File: config.mk
export PLATFORM = sky130hd
export DESIGN_NAME = url_component_tagger_flat
export DESIGN_NICKNAME = d
export VERILOG_FILES = /design/src/design/uct_pkg.sv /design/src/design/uct_channels.sv /design/src/design/url_component_tagger.sv /design/src/flat_wrapper.sv
export SDC_FILE = /design/constraint.sdc
export NUM_CORES = 1
export LEC_CHECK = 0
export BUFFER_PORTS_ARGS = -buffer_cell sky130_fd_sc_hd__buf_2
export CORE_MARGIN = 4
export CORE_UTILIZATION = 61
export CTS_CLUSTER_DIAMETER = 40
export CTS_CLUSTER_SIZE = 25
export DETAILED_ROUTE_END_ITERATION = 16
export PLACE_DENSITY = 0.84
export SYNTH_ARGS = -nofsm -noshare
export SYNTH_HDL_FRONTEND = slang
export SYNTH_SLANG_ARGS = --single-unit
File: constraint.sdc
create_clock -name clock -period 4 [get_ports clock]
set_clock_uncertainty 0.05 [all_clocks]
set_input_delay 0.4 -clock clock [delete_from_list [all_inputs] [get_ports clock]]
set_output_delay 0.4 -clock clock [all_outputs]
set_load 0.1 [all_outputs]
File: src/design/uct_pkg.sv
// Shared widths, character constants, tag and status codes for the URL component tagger.
`default_nettype none

package uct_pkg;

   localparam int BYTE_W   = 8;
   localparam int TAG_W    = 3;
   localparam int STATUS_W = 2;

   localparam logic [BYTE_W-1:0] CHAR_COLON    = 8'h3A;
   localparam logic [BYTE_W-1:0] CHAR_SLASH    = 8'h2F;
   localparam logic [BYTE_W-1:0] CHAR_LBRACKET = 8'h5B;
   localparam logic [BYTE_W-1:0] CHAR_RBRACKET = 8'h5D;
   localparam logic [BYTE_W-1:0] CHAR_QUESTION = 8'h3F;
   localparam logic [BYTE_W-1:0] CHAR_HASH     = 8'h23;
   localparam logic [BYTE_W-1:0] CHAR_UPPER_A  = 8'h41;
   localparam logic [BYTE_W-1:0] CHAR_UPPER_Z  = 8'h5A;
   localparam logic [BYTE_W-1:0] CASE_BIT      = 8'h20;

   localparam logic [TAG_W-1:0] TAG_SCHEME = 3'd0;
   localparam logic [TAG_W-1:0] TAG_DELIM  = 3'd1;
   localparam logic [TAG_W-1:0] TAG_HOST   = 3'd2;
   localparam logic [TAG_W-1:0] TAG_PORT   = 3'd3;
   localparam logic [TAG_W-1:0] TAG_PATH   = 3'd4;
   localparam logic [TAG_W-1:0] TAG_QUERY  = 3'd5;
   localparam logic [TAG_W-1:0] TAG_FRAG   = 3'd6;
   localparam logic [TAG_W-1:0] TAG_DROP   = 3'd7;

   localparam logic [STATUS_W-1:0] ST_OK      = 2'd0;
   localparam logic [STATUS_W-1:0] ST_NOCOLON = 2'd1;
   localparam logic [STATUS_W-1:0] ST_SLASHES = 2'd2;
   localparam logic [STATUS_W-1:0] ST_BRACKET = 2'd3;

   typedef struct packed {
      logic [BYTE_W-1:0]   out_byte;
      logic [TAG_W-1:0]    out_tag;
      logic                out_last;
      logic [STATUS_W-1:0] out_status;
   } rsp_item_type;

endpackage

`default_nettype wire

File: src/design/uct_channels.sv
// Valid/ready channel interfaces for the request bytes and the tagged results.
`default_nettype none

interface uct_req_if;
   logic                       valid;
   logic                       ready;
   logic [uct_pkg::BYTE_W-1:0] in_byte;
   logic                       in_last;

   modport source (output valid, output in_byte, output in_last, input ready);
   modport sink   (input valid, input in_byte, input in_last, output ready);
endinterface

interface uct_rsp_if;
   logic                         valid;
   logic                         ready;
   logic [uct_pkg::BYTE_W-1:0]   out_byte;
   logic [uct_pkg::TAG_W-1:0]    out_tag;
   logic                         out_last;
   logic [uct_pkg::STATUS_W-1:0] out_status;

   modport source (output valid, output out_byte, output out_tag, output out_last,
                   output out_status, input ready);
   modport sink   (input valid, input out_byte, input out_tag, input out_last,
                   input out_status, output ready);
endinterface

`default_nettype wire

File: src/design/url_component_tagger.sv
// Top level of the URL component tagger: phase machine and two-entry result buffer.
//
//   channel   direction   payload                                       handshake
//   req_chan  in          in_byte[7:0], in_last                         valid / ready
//   rsp_chan  out         out_byte[7:0], out_tag[2:0], out_last,        valid / ready
//                         out_status[1:0]
//
// One byte per cycle while req_chan.ready is high: each byte is tagged by the phase machine
// in the cycle it is accepted, and its result is registered in the main or the skid register.
// The phase register is the only loop; the last byte of a URL returns it to the scheme phase.
// Synchronous active-high reset returns the machine to the scheme phase and empties the
// result buffer. Results sit in a main register backed by a skid register, so one byte
// is still taken while a result is stalled; req_chan.ready drops only when both are full.
`default_nettype none

module url_component_tagger (
   input  wire         clock,
   input  wire         reset,
   uct_req_if.sink     req_chan,
   uct_rsp_if.source   rsp_chan
);

   localparam logic [3:0] PH_SCHEME = 4'd0;
   localparam logic [3:0] PH_SLASH1 = 4'd1;
   localparam logic [3:0] PH_SLASH2 = 4'd2;
   localparam logic [3:0] PH_HOST0  = 4'd3;
   localparam logic [3:0] PH_HOST   = 4'd4;
   localparam logic [3:0] PH_BHOST  = 4'd5;
   localparam logic [3:0] PH_AFTERB = 4'd6;
   localparam logic [3:0] PH_PORT   = 4'd7;
   localparam logic [3:0] PH_PATH   = 4'd8;
   localparam logic [3:0] PH_QUERY  = 4'd9;
   localparam logic [3:0] PH_FRAG   = 4'd10;
   localparam logic [3:0] PH_ERROR  = 4'd11;

   logic [3:0]                   phase_ff, phase_in;
   logic [uct_pkg::STATUS_W-1:0] error_ff, error_in;

   logic [3:0]                   phase_next;
   logic [uct_pkg::STATUS_W-1:0] error_next;
   logic [uct_pkg::BYTE_W-1:0]   c;
   uct_pkg::rsp_item_type        item;

   uct_pkg::rsp_item_type        out_ff, out_in, skid_ff, skid_in;
   logic                         out_valid_ff, out_valid_in;
   logic                         skid_valid_ff, skid_valid_in;
   logic                         push, pop;

   assign c = req_chan.in_byte;

   // Tag the current byte and work out where the phase goes.
   always_comb begin
      phase_next      = phase_ff;
      error_next      = error_ff;
      item.out_byte   = c;
      item.out_tag    = uct_pkg::TAG_DROP;
      item.out_last   = req_chan.in_last;
      item.out_status = uct_pkg::ST_OK;

      case (phase_ff)
         PH_SCHEME: begin
            if (c == uct_pkg::CHAR_COLON) begin
               item.out_tag = uct_pkg::TAG_DELIM;
               phase_next   = PH_SLASH1;
            end else begin
               item.out_tag = uct_pkg::TAG_SCHEME;
               if (c >= uct_pkg::CHAR_UPPER_A && c <= uct_pkg::CHAR_UPPER_Z) begin
                  item.out_byte = c | uct_pkg::CASE_BIT;
               end
            end
         end
         PH_SLASH1, PH_SLASH2: begin
            if (c == uct_pkg::CHAR_SLASH) begin
               item.out_tag = uct_pkg::TAG_DELIM;
               phase_next   = (phase_ff == PH_SLASH1) ? PH_SLASH2 : PH_HOST0;
            end else begin
               phase_next = PH_ERROR;
               error_next = uct_pkg::ST_SLASHES;
            end
         end
         PH_HOST0, PH_HOST: begin
            if (phase_ff == PH_HOST0 && c == uct_pkg::CHAR_LBRACKET) begin
               item.out_tag = uct_pkg::TAG_HOST;
               phase_next   = PH_BHOST;
            end else if (c == uct_pkg::CHAR_COLON) begin
               item.out_tag = uct_pkg::TAG_DELIM;
               phase_next   = PH_PORT;
            end else if (c == uct_pkg::CHAR_SLASH) begin
               item.out_tag = uct_pkg::TAG_DELIM;
               phase_next   = PH_PATH;
            end else begin
               item.out_tag = uct_pkg::TAG_HOST;
               phase_next   = PH_HOST;
            end
         end
         PH_BHOST: begin
            item.out_tag = uct_pkg::TAG_HOST;
            if (c == uct_pkg::CHAR_RBRACKET) begin
               phase_next = PH_AFTERB;
            end
         end
         PH_AFTERB: begin
            if (c == uct_pkg::CHAR_COLON) begin
               item.out_tag = uct_pkg::TAG_DELIM;
               phase_next   = PH_PORT;
            end else if (c == uct_pkg::CHAR_SLASH) begin
               item.out_tag = uct_pkg::TAG_DELIM;
               phase_next   = PH_PATH;
            end else begin
               phase_next = PH_ERROR;
               error_next = uct_pkg::ST_BRACKET;
            end
         end
         PH_PORT: begin
            if (c == uct_pkg::CHAR_SLASH) begin
               item.out_tag = uct_pkg::TAG_DELIM;
               phase_next   = PH_PATH;
            end else begin
               item.out_tag = uct_pkg::TAG_PORT;
            end
         end
         PH_PATH: begin
            if (c == uct_pkg::CHAR_QUESTION) begin
               item.out_tag = uct_pkg::TAG_DELIM;
               phase_next   = PH_QUERY;
            end else if (c == uct_pkg::CHAR_HASH) begin
               item.out_tag = uct_pkg::TAG_DELIM;
               phase_next   = PH_FRAG;
            end else begin
               item.out_tag = uct_pkg::TAG_PATH;
            end
         end
         PH_QUERY: begin
            if (c == uct_pkg::CHAR_HASH) begin
               item.out_tag = uct_pkg::TAG_DELIM;
               phase_next   = PH_FRAG;
            end else begin
               item.out_tag = uct_pkg::TAG_QUERY;
            end
         end
         PH_FRAG: begin
            item.out_tag = uct_pkg::TAG_FRAG;
         end
         default: begin
            phase_next = PH_ERROR;
         end
      endcase

      // The status is judged on the phase this byte leaves behind.
      if (req_chan.in_last) begin
         if (phase_next == PH_ERROR) begin
            item.out_status = error_next;
         end else if (phase_next == PH_SCHEME) begin
            item.out_status = uct_pkg::ST_NOCOLON;
         end else if (phase_next == PH_SLASH1 || phase_next == PH_SLASH2) begin
            item.out_status = uct_pkg::ST_SLASHES;
         end else begin
            item.out_status = uct_pkg::ST_OK;
         end
      end
   end

   assign req_chan.ready = !skid_valid_ff;
   assign push           = req_chan.valid && req_chan.ready;
   assign pop            = out_valid_ff && rsp_chan.ready;

   always_comb begin
      phase_in = phase_ff;
      error_in = error_ff;
      if (push) begin
         if (req_chan.in_last) begin
            phase_in = PH_SCHEME;
            error_in = uct_pkg::ST_OK;
         end else begin
            phase_in = phase_next;
            error_in = error_next;
         end
      end
   end

   always_comb begin
      out_in        = out_ff;
      skid_in       = skid_ff;
      out_valid_in  = out_valid_ff;
      skid_valid_in = skid_valid_ff;
      if (pop) begin
         if (skid_valid_ff) begin
            out_in        = skid_ff;
            skid_valid_in = 1'b0;
         end else if (push) begin
            out_in = item;
         end else begin
            out_valid_in = 1'b0;
         end
      end else if (push) begin
         if (!out_valid_ff) begin
            out_in       = item;
            out_valid_in = 1'b1;
         end else begin
            skid_in       = item;
            skid_valid_in = 1'b1;
         end
      end
   end

   always_ff @(posedge clock) begin
      if (reset) begin
         phase_ff      <= PH_SCHEME;
         error_ff      <= uct_pkg::ST_OK;
         out_valid_ff  <= 1'b0;
         skid_valid_ff <= 1'b0;
      end else begin
         phase_ff      <= phase_in;
         error_ff      <= error_in;
         out_valid_ff  <= out_valid_in;
         skid_valid_ff <= skid_valid_in;
      end
   end

   always_ff @(posedge clock) begin
      out_ff  <= out_in;
      skid_ff <= skid_in;
   end

   assign rsp_chan.valid      = out_valid_ff;
   assign rsp_chan.out_byte   = out_ff.out_byte;
   assign rsp_chan.out_tag    = out_ff.out_tag;
   assign rsp_chan.out_last   = out_ff.out_last;
   assign rsp_chan.out_status = out_ff.out_status;

endmodule

`default_nettype wire

File: src/flat_wrapper.sv
// flat-port wrapper written by rule: the top's interface ports become plain ports
module url_component_tagger_flat 
  (clock, reset, req_chan_valid, req_chan_in_byte, req_chan_in_last, req_chan_ready, rsp_chan_valid, rsp_chan_out_byte, rsp_chan_out_tag, rsp_chan_out_last, rsp_chan_out_status, rsp_chan_ready);
  uct_req_if req_chan_i ();
  uct_rsp_if rsp_chan_i ();
  input  wire clock;
  input  wire reset;
  input wire logic [$bits(req_chan_i.valid)-1:0] req_chan_valid;
  input wire logic [$bits(req_chan_i.in_byte)-1:0] req_chan_in_byte;
  input wire logic [$bits(req_chan_i.in_last)-1:0] req_chan_in_last;
  output wire logic [$bits(req_chan_i.ready)-1:0] req_chan_ready;
  output wire logic [$bits(rsp_chan_i.valid)-1:0] rsp_chan_valid;
  output wire logic [$bits(rsp_chan_i.out_byte)-1:0] rsp_chan_out_byte;
  output wire logic [$bits(rsp_chan_i.out_tag)-1:0] rsp_chan_out_tag;
  output wire logic [$bits(rsp_chan_i.out_last)-1:0] rsp_chan_out_last;
  output wire logic [$bits(rsp_chan_i.out_status)-1:0] rsp_chan_out_status;
  input wire logic [$bits(rsp_chan_i.ready)-1:0] rsp_chan_ready;
  assign req_chan_i.valid = req_chan_valid;
  assign req_chan_i.in_byte = req_chan_in_byte;
  assign req_chan_i.in_last = req_chan_in_last;
  assign req_chan_ready = req_chan_i.ready;
  assign rsp_chan_valid = rsp_chan_i.valid;
  assign rsp_chan_out_byte = rsp_chan_i.out_byte;
  assign rsp_chan_out_tag = rsp_chan_i.out_tag;
  assign rsp_chan_out_last = rsp_chan_i.out_last;
  assign rsp_chan_out_status = rsp_chan_i.out_status;
  assign rsp_chan_i.ready = rsp_chan_ready;
  url_component_tagger u_core (.clock(clock), .reset(reset), .req_chan(req_chan_i), .rsp_chan(rsp_chan_i));
endmodule
==> Word level (Yosys, flattened, before mapping) <==
Index checks and enable logic that the tools add are counted.
{ "op_classes": {"add_sub_neg": 0, "n_mul": 0, "div_mod_pow": 0, "magnitude_cmp": 2, "eq_ne": 22, "n_shift": 0, "n_mux": 46, "n_bitwise": 1, "n_reduce_logical": 17} }
{ "ops": {"columns": ["cell", "n"], "rows": [
  ["$mux W14", 5],
  ["$mux W4", 11],
  ["$pmux W4 S9", 1],
  ["$eq A8 B6 Y1 const B", 4],
  ["$pmux W3 S9", 1],
  ["$mux W2", 11],
  ["$mux W3", 7],
  ["$mux W6", 3],
  ["$eq A4 B3 Y1 const B", 4],
  ["$eq A4 B4 Y1 const B", 4],
  ["$eq A8 B7 Y1 const B", 2],
  ["$eq A4 B2 Y1 const B", 3],
  ["$reduce_and A3 Y1", 3],
  ["$eq A4 B1 Y1 const B", 2],
  ["$ge A8 B7 Y1 const B", 1],
  ["$le A8 B7 Y1 const B", 1],
  ["$logic_not A4 Y1", 2],
  ["$mux W1", 6],
  ["$ne A2 B2 Y1 const B", 3],
  ["$reduce_or A2 Y1", 3],
  ["$logic_and A1 B1 Y1", 4],
  ["$pmux W2 S2", 1],
  ["$reduce_bool A2 Y1", 2],
  ["$reduce_and A2 Y1", 1],
  ["other kinds (3)", 3]
]} }
{ "word_totals": {"reg_bits": 36, "latchBits": 0, "ramBits": 0, "romBits": 0, "inputBits": 13, "out_inout_bits": 16, "word_cells": 100, "n_memories": 0} }

==> Depth between registers and ports, before layout <==
{ "logic_depth": {"depth_word": 14, "ltp_mapped": 9, "depth_no_buf": 7} }

==> Least setup slack after synthesis <==
Ideal clock, no wire load.
{ "synth_timing": {"path_kind": "in2reg", "from": "input port req_chan_in_byte[4]", "to": "register u_core.out_ff (netlist bit u_core.rsp_chan.out_status[1]) (data pin)", "setup_time_ns": 0.158, "arrival_time_ns": 2.316, "setup_slack_ns": 1.476, "stages": 8, "path_cell_list": "buf_6 -> or4b_4 -> o41a_1 -> o221a_1 -> nand3_2 -> o211ai_1 -> or4_1 -> o211ai_1"} }
{ "synth_lines": {"columns": ["element", "line_no", "rtl"], "rows": [
  ["start, declared", "flat_wrapper.sv:9", "input wire logic [$bits(req_chan_i.in_byte)-1:0] req_chan_in_byte;"],
  ["end signal, assigned", "url_component_tagger.sv:221", "out_ff <= out_in;"],
  ["end, declared", "url_component_tagger.sv:44", "uct_pkg::rsp_item_type out_ff, out_in, skid_ff, skid_in;"]
]} }

==> implementation parameters <==
Parameter                              Value

Outcome
  Status ... finished clean

CTS
  Clock-pin slew reported for the worst setup and hold paths after clock tree synthesis ... 100 ps
  Number of levels in the clock H-tree ... 2
  Post-CTS setup-driven buffer insertion count ... 0
  Clk buf depth ... 2
  # hold bufs at CTS ... 0
  Clock latency at the later pin of the worst-skew pair ... 340 ps
  CTS resizes ... 0
  CTS Root Cell ... clkbuf_4
  TritonCTS clock tree ... yes
  Number of sinks driven by the clock tree ... 36
  CTS Buf Count ... 5

Global route
  Antenna violations before repair ... 0
  Global route overflow ... 0
  Largest net degree at the start of global routing ... 20
  Vias in the first global route ... 1589
  Global-route wire length before repair ... 7470 µm
  GR Util All Layers ... 22.1%

Placed design
  Buffers on Ports ... 28
  Sum of net half-perimeters after detailed placement ... 3110 µm
  Setup slack at placement ... 1230 ps
  Final estimated routing congestion in global placement ... 0.930

Die
  Number of cell rows ... 20
  Initial cell density of the core ... 65.8%
  Die extent in x ... 66.3 µm
  Height of the die ... 66.3 µm
  Core Region ... 3150 µm²
  Number of top-level design ports ... 29
  Total die area ... 4400 µm²

Pwr
  Combinational power share ... 18.8%
  Part of the total power dissipated in the clock network ... 27.6%
  Leakage power figure ... 0.857 nW
  Relative contribution of sequential cells to total power ... 53.7%
  Switching Power ... 0.245 mW
  PnR Total Power ... 0.793 mW
  Switching power as a share of total power ... 30.9%
  Cell Pwr Density ... 349 nW/µm²
  Internal power ... 0.548 mW
  Peak supply drop ... 0.160 mV

Yosys
  Top area cells in the synthesized netlist ... edfxtp_1 41%, dfxtp_1 7.7%, nand2_1 6.0%
  Nets in the synthesized netlist ... 238
  Mean cell area of the mapped netlist ... 9.21 µm²
  Flop and latch count out of synthesis ... 36
  Area share of the largest cell type after synthesis ... 40.6%
  Cell type with the largest total area after synthesis ... edfxtp_1
  Unique masters post-synth ... 52
  Share of synthesized area occupied by flip-flops and latches ... 48.3%
  Dominant synthesized flop cell ... edfxtp_1
  Number of flops mapped to enable cells by yosys ... 28
  Async SR Flop Fraction ... 0%
  Number of cells produced by synthesis ... 225
  Syn. warnings ... 0
  Area of the mapped netlist ... 2070 µm²

STA
  Fmax ... 379 MHz
  Final setup vio count ... 0
  Setup repair after global routing missed its margin ... no
  Worst-case headroom to the max-slew limit ... 54.6%
  Min setup slack post-route ... 1360 ps
  Count of final max-slew check failures ... 0
  Shortest period the worst path allows ... 2640 ps
  Slew @ Worst Pin ... 673 ps
  Setup TNS ... 0 ps
  Total count of hold-check failures in the final report ... 0
  Fin crit share ... 65.9%

Worst setup path
  Worst EP arrival ... 2800 ps
  Highest net fanout along the worst path ... 15
  Critical path class ... reg2reg
  Element type at the critical path start ... flip-flop
  Data required, critical path ... 4160 ps
  CP endpoint kind ... flip-flop

Route
  Post-Route WL ... 4430 µm
  Routed wirelength normalized by instance count ... 15.2 µm
  Drt first pass iters ... 5
  Final ANT Viol Nets ... 0
  Via Count ... 1824
  Post-detailed-route via-to-cell ratio ... 6.27
  DRC violation count after routing ... 0
  Drt initial violations ... 151

Finish
  Nets ... 259
  Fraction of layout instances using a drive strength above 1 ... 19.0%
  Number of antenna repair diodes ... 0
  Relative area change from synthesis to final layout ... 9.66%

Hold path
  Path class of the lowest-slack min-delay path ... in2reg

Job
  Count of maximum capacitance violations ... 0
==> final timing paths <==
| path | startpoint | end | slack, ps | cells past startpoint |
|---|---|---|---|---|
| min reg2reg | u_core.error_ff[0] | u_core.error_ff[0] | 440 | 2 |
| min | rsp_chan_ready | u_core.skid_valid_ff | 230 | 2 |
| max | u_core.phase_ff[2] | u_core.rsp_chan.out_status[0] | 1360 | 7 |
| max reg2reg | u_core.phase_ff[2] | u_core.rsp_chan.out_status[0] | 1360 | 7 |
==> power groups by stage <==
stage / clock [mW] / sequential, mW / combinational (mW)
after floorplan: 0 / 0.516 / 0.0395
after detailed placement: 0 / 0.434 / 0.148
after CTS: 0.218 / 0.425 / 0.149
after global routing: 0.240 / 0.427 / 0.156
final: 0.218 / 0.425 / 0.149
after global placement: 0 / 0.433 / 0.147
==> critical path: stages (launching register included) <==
cell      delay, ps
dfxtp_1         650
clkinv_1        380
o21a_1          210
a211oi_1        220
o21ai_1         150
or4_1           490
o22ai_1         200
a22o_1          150
==> through the flow <==
step / cells / hold WS [ps] / area, µm² / utilization [%]
6_report: 291 / 230 / 2270 / 72.1
3_5_place_dp: 283 / 423 / 2200 / 69.9
2_1_floorplan: 225 / 396 / 2070 / -
5_1_grt: 291 / 225 / 2270 / 72.1
4_1_cts: 291 / 227 / 2270 / 72.1
3_3_place_gp: 283 / 417 / 2200 / 69.9
==> synth_stat cells, drive strengths merged (2+ instances only) <==
library cell / n
a211oi: 3
a21o: 2
a21oi: 17
a22oi: 5
a31oi: 2
and2: 4
and3: 4
and4b: 2
buf: 5
clkbuf: 10
dfxtp: 8
edfxtp: 28
inv: 5
nand2: 33
nand2b: 4
nand3: 4
nand4: 2
nand4b: 2
nor2: 26
nor2b: 4
nor3: 7
nor4: 4
nor4b: 2
o211ai: 2
o21a: 2
o21ai: 10
o22ai: 4
o31ai: 2
or3b: 3
or4: 4
==> cell type report <==
cell class / count / area, µm²
multi-input combinational: 168 / 978
timing repair buffer: 29 / 148
inverter: 6 / 22.5
fill: 246 / 880
tap: 44 / 55.1
clock buffer: 8 / 68.8
sequential: 36 / 1000
==> cells in the final DEF (no fill, tap or decap), types with 2 or more instances in the layout <==
master    count
nand2_1      33
buf_2        28
edfxtp_1     28
nor2_1       25
a21oi_1      17
o21ai_0       9
dfxtp_1       8
nor3_1        7
inv_1         5
a22oi_1       5
clkbuf_4      5
nand2b_1      4
nor2b_1       4
o22ai_1       4
and2_1        4
or4_1         4
nand3_1       3
and3_1        3
or3b_2        3
nor4_1        3
a211oi_1      3
nand4_1       2
and4b_1       2
nor4b_1       2
o21a_1        2
a21o_1        2
o31ai_1       2
nand4b_1      2
a31oi_1       2
o211ai_1      2
clkbuf_8      2
==> routing by layer <==
layer | global-route usage [%] | routed length, µm | up-vias
li1 | - | - | 884
met1 | 31.3 | 1910 | 824
met2 | 33.7 | 2030 | 104
met3 | 3.74 | 407 | 12
met4 | 8.12 | 87 | 0
met5 | 0 | 0 | -
==> registers in the layout (all words and copies together), names as in the netlist <==
name,cells
u_core.phase_ff,4
u_core.rsp_chan.valid,1
u_core.skid_ff,14
u_core.skid_valid_ff,1
u_core.rsp_chan.out_byte,8
u_core.error_ff,2
u_core.rsp_chan.out_tag,3
u_core.rsp_chan.out_last,1
u_core.rsp_chan.out_status,2
==> kinds of logic after synthesis <==
kind of cell	Yosys count	synth area share (%)
compound gates	57	18.1
buf+inv	21	4.53
flops	36	48.3
mux	1	0.543
simple gates	110	28.5
Power figures use the tool's default switching activity.
